$ cat src/hdl/bracket_balance_checker_defines.svh
// Assertion macros shared by the bracket balance checker modules.
// No dependencies; included by the files that carry concurrent assertions.
`ifndef BRACKET_BALANCE_CHECKER_DEFINES_SVH
`define BRACKET_BALANCE_CHECKER_DEFINES_SVH

// Same-cycle implication, checked outside reset.
`define BBC_ASSERT_NOW(lbl, clk, rst_n, ante, cons, msg) \
    lbl: assert property (@(posedge clk) disable iff (!(rst_n)) (ante) |-> (cons)) \
        else $error(msg);

// Next-cycle implication, checked outside reset.
`define BBC_ASSERT_NEXT(lbl, clk, rst_n, ante, cons, msg) \
    lbl: assert property (@(posedge clk) disable iff (!(rst_n)) (ante) |=> (cons)) \
        else $error(msg);

`endif

$ cat src/hdl/bbc_pkg.sv
// Shared types and constants for the bracket balance checker.
// No dependencies; used by every module of the block.
`default_nettype none

package bbc_pkg;

    localparam int DEFAULT_STACK_DEPTH = 256;
    localparam int CHAR_W              = 8;
    localparam int COUNT_W             = 16;
    localparam int KIND_W              = 2;
    localparam int S_TDATA_W           = 8;
    localparam int M_TDATA_W           = 24;
    localparam int QUEUE_DEPTH         = 4;

    localparam logic [CHAR_W-1:0] CH_OPEN_ROUND   = 8'h28;
    localparam logic [CHAR_W-1:0] CH_CLOSE_ROUND  = 8'h29;
    localparam logic [CHAR_W-1:0] CH_OPEN_CURLY   = 8'h7B;
    localparam logic [CHAR_W-1:0] CH_CLOSE_CURLY  = 8'h7D;
    localparam logic [CHAR_W-1:0] CH_OPEN_SQUARE  = 8'h5B;
    localparam logic [CHAR_W-1:0] CH_CLOSE_SQUARE = 8'h5D;

    localparam logic [KIND_W-1:0] KIND_ROUND  = 2'd0;
    localparam logic [KIND_W-1:0] KIND_CURLY  = 2'd1;
    localparam logic [KIND_W-1:0] KIND_SQUARE = 2'd2;
    localparam logic [KIND_W-1:0] KIND_NONE   = 2'd3;

    // One classified word handed from the front end to the stack engine.
    typedef struct packed {
        logic              is_open;
        logic              is_close;
        logic [KIND_W-1:0] kind;
        logic              last;
    } bbc_op_t;

endpackage

`default_nettype wire

$ cat src/hdl/bbc_back.sv
// Stack engine: applies push/pop operations, keeps flags and count,
// and holds the per-string result in an output register. Depends on bbc_pkg.
`default_nettype none
`include "bracket_balance_checker_defines.svh"

module bbc_back #(
    parameter int STACK_DEPTH = bbc_pkg::DEFAULT_STACK_DEPTH
) (
    input  wire logic                        aclk,
    input  wire logic                        aresetn,
    input  wire logic                        op_valid,
    input  wire bbc_pkg::bbc_op_t            op,
    output logic                             op_ready,
    output logic                             res_valid,
    input  wire logic                        res_ready,
    output logic                             res_balanced,
    output logic [bbc_pkg::COUNT_W-1:0]      res_count,
    output logic                             res_overflowed
);

    localparam int AW = $clog2(STACK_DEPTH);
    localparam int DW = $clog2(STACK_DEPTH + 1);
    localparam int KW = bbc_pkg::KIND_W;
    localparam int NW = bbc_pkg::COUNT_W;

    // Entries below depth-2 live in memory; the top two sit in registers.
    logic [KW-1:0] stack_mem [STACK_DEPTH];
    logic [KW-1:0] rd_data_reg;
    logic [KW-1:0] fwd_data_reg;
    logic          fwd_hit_reg;
    logic [KW-1:0] stack_q;

    logic [DW-1:0] depth_reg, depth_next;
    logic [KW-1:0] top_reg, top_next;
    logic [KW-1:0] sec_reg, sec_next;
    logic          mis_reg, mis_next;
    logic          ovf_reg, ovf_next;
    logic [NW-1:0] cnt_reg, cnt_next;

    logic          out_valid_reg, out_valid_next;
    logic          out_bal_reg, out_bal_next;
    logic [NW-1:0] out_cnt_reg, out_cnt_next;
    logic          out_ovf_reg, out_ovf_next;

    logic          op_fire;
    logic          mem_we;
    logic [DW-1:0] depth_m2, raddr_full;
    logic [AW-1:0] waddr, raddr;

    assign op_ready = !out_valid_reg || res_ready || !op.last;
    assign op_fire  = op_valid && op_ready;
    assign stack_q  = fwd_hit_reg ? fwd_data_reg : rd_data_reg;
    assign depth_m2 = depth_reg - DW'(2);
    assign waddr    = depth_m2[AW-1:0];
    assign raddr_full = depth_next - DW'(3);
    assign raddr    = raddr_full[AW-1:0];

    always_comb begin
        depth_next     = depth_reg;
        top_next       = top_reg;
        sec_next       = sec_reg;
        mis_next       = mis_reg;
        ovf_next       = ovf_reg;
        cnt_next       = cnt_reg;
        mem_we         = 1'b0;
        out_valid_next = out_valid_reg && !res_ready;
        out_bal_next   = out_bal_reg;
        out_cnt_next   = out_cnt_reg;
        out_ovf_next   = out_ovf_reg;
        if (op_fire) begin
            if ((op.is_open || op.is_close) && (cnt_reg != '1)) begin
                cnt_next = cnt_reg + NW'(1);
            end
            if (op.is_open) begin
                if (depth_reg == DW'(STACK_DEPTH)) begin
                    ovf_next = 1'b1;
                end else begin
                    depth_next = depth_reg + DW'(1);
                    top_next   = op.kind;
                    sec_next   = top_reg;
                    mem_we     = (depth_reg >= DW'(2));
                end
            end else if (op.is_close) begin
                if (depth_reg == '0) begin
                    mis_next = 1'b1;
                end else if (top_reg == op.kind) begin
                    depth_next = depth_reg - DW'(1);
                    top_next   = sec_reg;
                    sec_next   = stack_q;
                end else begin
                    mis_next = 1'b1;
                end
            end
            if (op.last) begin
                out_valid_next = 1'b1;
                out_bal_next   = !mis_next && !ovf_next && (depth_next == '0);
                out_cnt_next   = cnt_next;
                out_ovf_next   = ovf_next;
                depth_next     = '0;
                mis_next       = 1'b0;
                ovf_next       = 1'b0;
                cnt_next       = '0;
            end
        end
    end

    always_ff @(posedge aclk) begin
        if (!aresetn) begin
            depth_reg     <= '0;
            mis_reg       <= 1'b0;
            ovf_reg       <= 1'b0;
            cnt_reg       <= '0;
            out_valid_reg <= 1'b0;
        end else begin
            depth_reg     <= depth_next;
            mis_reg       <= mis_next;
            ovf_reg       <= ovf_next;
            cnt_reg       <= cnt_next;
            out_valid_reg <= out_valid_next;
        end
    end

    always_ff @(posedge aclk) begin
        top_reg     <= top_next;
        sec_reg     <= sec_next;
        out_bal_reg <= out_bal_next;
        out_cnt_reg <= out_cnt_next;
        out_ovf_reg <= out_ovf_next;
    end

    // Prefetch the entry under the top two so that a pop can refill the second register from it.
    always_ff @(posedge aclk) begin
        if (mem_we) begin
            stack_mem[waddr] <= sec_reg;
        end
        rd_data_reg  <= stack_mem[raddr];
        fwd_hit_reg  <= mem_we && (waddr == raddr);
        fwd_data_reg <= sec_reg;
    end

    assign res_valid      = out_valid_reg;
    assign res_balanced   = out_bal_reg;
    assign res_count      = out_cnt_reg;
    assign res_overflowed = out_ovf_reg;

    `BBC_ASSERT_NOW(a_depth_range, aclk, aresetn, 1'b1, depth_reg <= DW'(STACK_DEPTH), "stack depth out of range")
    `BBC_ASSERT_NEXT(a_last_clears, aclk, aresetn, op_fire && op.last, out_valid_reg && (depth_reg == '0) && !mis_reg && !ovf_reg && (cnt_reg == '0), "string end did not clear state")
    `BBC_ASSERT_NEXT(a_empty_close, aclk, aresetn, op_fire && op.is_close && !op.last && (depth_reg == '0), mis_reg && (depth_reg == '0), "closer on empty stack not flagged")

endmodule

`default_nettype wire

$ cat config.mk
export PLATFORM = sky130hd
export DESIGN_NAME = bbc_back
export DESIGN_NICKNAME = d
export VERILOG_FILES = /design/src/hdl/bbc_pkg.sv /design/src/hdl/bbc_back.sv
export VERILOG_INCLUDE_DIRS = /design/src /design/src/hdl
export SDC_FILE = /design/constraint.sdc
export NUM_CORES = 1
export LEC_CHECK = 0
export ABC_AREA = 1
export BUFFER_PORTS_ARGS = -buffer_cell sky130_fd_sc_hd__buf_4
export CORE_AREA = 10 10 309 311
export CTS_CLUSTER_DIAMETER = 200
export CTS_CLUSTER_SIZE = 20
export DETAILED_ROUTE_END_ITERATION = 8
export DIE_AREA = 0 0 319 321
export PLACE_DENSITY = 0.44
export SYNTH_ARGS = -nofsm -noshare
export SYNTH_HDL_FRONTEND = slang
export SYNTH_SLANG_ARGS = --single-unit
$ cat constraint.sdc
create_clock -name aclk -period 8.77 [get_ports aclk]
set_clock_uncertainty 0.15 [all_clocks]
set_input_delay 0.4385 -clock aclk [delete_from_list [all_inputs] [get_ports aclk]]
set_output_delay 0.4385 -clock aclk [all_outputs]
set_load 0.1 [all_outputs]
==> results.yml <==
logic_synthesis:
  syn-mean-instance-area_um2: 9.808
  async_reset_ff_frac: 0
  synthesis.area_um2: 26460
  netlist_top_cells_count: "edfxtp_1, nand2_1, nand3_1"
  synth_top_cell_by_area: "edfxtp_1"
  syn_nets: 2715
  synth_seq_cells: 567
  synth_fa_ha_area_frac: 0.003783
  synthTopCellsByArea: "edfxtp_1, nand3_1, nand2_1"
  post_synth_xor_area_fraction: 0.009645
  synth-simple-area-share: 0.2519
  yosys_most_used_dff: "edfxtp_1"
  synth.distinct_cells: 45
  post-synth-top-count-cell: "edfxtp_1"
  synth_top_family_by_area: "simple AND/OR/NAND/NOR gates"
  synth_top_cell_area_share: 0.6060
  ys_seq_area_frac: 0.6309
  muxShareOfSynthArea: 0
  ys_warn_count: 0
  synth_edf_count: 534
  postSynthCellCount: 2698
  synth_compound_area_frac: 0.02610
hold_path:
  hold_path_end: "mis_reg$_SDFFE_PN0P_"
  hold_start: "op[0]"
  hold_class: "in2reg"
  holdPathStages: 3
clock_tree:
  clockBufferDepth: 3
  clkSlewWorstSetupHoldPaths_ns: 0.09
  ctsResizeCount: 0
  ctsRootBufferMaster: "clkbuf_16"
  post_cts_buffers: 0
  clkSinkCount: 567
  numCtsBuffers: 34
  clk_latency_ns: 0.57
  cts_tree: "built"
  htreeDepth: 2
global_route:
  grt_pass1_wl_mm: 116.8
  overflow: 0
  grt_usage: 0.1485
  grt_pass1_vias: 18000
  antenna_found_initial: 1
  grt_max_degree: 240
die:
  dieHeight_um: 321
  num_rows: 110
  ios: 29
  design.die.area_um2: 102400
  die_x_um: 319
  coreArea_um2: 89320
  initial_core_util: 0.2963
setup_path:
  crit_type: "reg2reg"
  rrSetupSlack_ns: 3.10
  r2r-end: "rd_data_reg[1]$_DFF_P_"
  reg2reg_from: "depth_reg[1]$_SDFF_PN0_"
  crit_fanout: 68
  ff2ff_path_depth: 21
  worstSetupEndpointType: "register"
  startpoint_type: "register"
  critical_path_arrival_ns: 5.99
  crit_required_ns: 9.09
timing:
  slew_headroom: 0.1480
  fin_crit_sh: 0.6466
  finalHoldViolations: 0
  timing.fmax_mhz: 176.3
  setup_viol: 0
  worst_slew_pin_slew_ns: 1.278
  setup_tns_ns: 0
  rsz0062_at_grt: "no"
  timing.final.crit_period_ns: 5.671
  hold_ws_ns: 0.06652
  drv_slew: 0
route:
  drt-met1-wl_mm: 36.77
  ant_nets: 0
  wirelength_mm: 78.33
  top_layer: "met4"
  vias_per_cell: 4.883
  dr_wl_met2_mm: 36.54
  drt-pass1-iter-count: 5
  vias: 18620
  drt-wirelength-per-cell_um: 20.54
  dr_wl_met3_mm: 3.665
  first_iter_violations: 1316
  drc: 0
placed_design:
  gp_congestion: 0.8148
  io_buffers: 28
  dp_hpwl_mm: 43.15
finish:
  syn2layout_area_growth_pct: 8.459
  drive_above_1_share: 0.05648
  fin_nets: 2644
  largest_reg_flops: 512
  num_antenna_cells: 0
pwr:
  power_density_nw_per_um2: 181.7
  power_leakage_nw: 10.54
  vdd_drop_max_uv: 105.2
run_status:
  status: "finished, final reports clean"
flow_run:
  maxCapViolations: 0
-- per-layer routing --
metal	GRT usage	vias to the layer above
met5	0	-
met4	0.03282	0
met3	0.02122	82
met2	0.2447	428
met1	0.2054	9316
li1	-	8798
-- metrics by stage --
stage                       util  cell area [µm²]  setup slack [ns]  cells  power [mW]
after global routing      0.3213            28700             2.712   3814       5.419
after global placement    0.3106            27740             3.231   3765       3.638
after floorplan                -            26460             3.930   2698       3.447
after detailed placement  0.3106            27740             3.109   3765       3.639
after CTS                 0.3213            28700             3.097   3814       5.274
final                     0.3213            28700             3.099   3814       5.214
-- cells by family (layout without fill, tap and decap cells) --
| group | Yosys count | after routing |
|---|---|---|
| and+or+nand+nor | 1454 | 1454 |
| DFF | 567 | 567 |
| buffers and inverters | 513 | 453 |
| AOI/OAI and AO/OA | 129 | 129 |
| xor gates and xnor gates | 27 | 27 |
| adders and majority gates | 8 | 8 |
-- layout make-up --
type	instances	area (µm²)
Clock buffer	45	913.4
Tap cell	1176	1471
Fill cell	9170	60620
Inverter	353	1333
Clock inverter	2	25.02
Multi-Input combinational cell	1618	7785
Timing Repair Buffer	53	478.0
Sequential cell	567	16700
-- cell usage in the layout, fill, tap and decap left out, types with 33 or more instances in the layout --
| master | n |
|---|---|
| nand3_1 | 461 |
| inv_1 | 346 |
| nand3b_1 | 111 |
| o21ai_0 | 34 |
| edfxtp_1 | 534 |
| dfxtp_1 | 33 |
| clkbuf_16 | 35 |
| a21oi_1 | 59 |
| buf_4 | 45 |
| nor2_1 | 301 |
| nand2_1 | 508 |
-- critical path, cell delays in order, from the launching register on --
cell     delay (ns)
dfxtp_1        0.38
inv_1          0.23
ha_1           0.29
nand2_2        0.11
nor2_4         0.12
nand2_2        0.13
nand2_4        0.13
nand2_2        0.06
nand2_2        0.08
nand3_4        0.51
nand2_8        0.53
ha_4           0.76
inv_4          0.51
buf_12         0.41
nand3_1        0.12
nand3_1        0.09
nand3_1        0.11
nand3_1        0.13
nand3_1        0.14
nand3_1        0.13
nand3_1        0.17
nand2_1        0.08
-- worst max-delay path by stage --
stage	end	slack (ns)	start
2_1_floorplan	rd_data_reg[0]$_DFF_P_	3.93	res_valid$_SDFF_PN0_
3_3_place_gp	rd_data_reg[0]$_DFF_P_	3.23	res_ready
3_5_place_dp	rd_data_reg[1]$_DFF_P_	3.11	res_ready
4_1_cts	rd_data_reg[1]$_DFF_P_	3.10	depth_reg[1]$_SDFF_PN0_
5_1_grt	rd_data_reg[0]$_DFF_P_	2.71	depth_reg[1]$_SDFF_PN0_
6_report	rd_data_reg[1]$_DFF_P_	3.10	depth_reg[1]$_SDFF_PN0_
-- what timing repair did --
item,4_1_cts,5_1_grt
hold buffers,2,0
setup endpoints to repair,0,0
endpoints found under the hold margin,4,0
-- power by group --
| group | switching [mW] | internal (mW) | leakage (nW) | total (mW) |
|---|---|---|---|---|
| logic | 0.429 | 0.138 | 5.02 | 0.568 |
| registers | 0.0132 | 2.99 | 5.07 | 3.00 |
| clock network | 0.906 | 0.737 | 0.455 | 1.64 |
No activity file was read; power rests on OpenSTA's default activity.
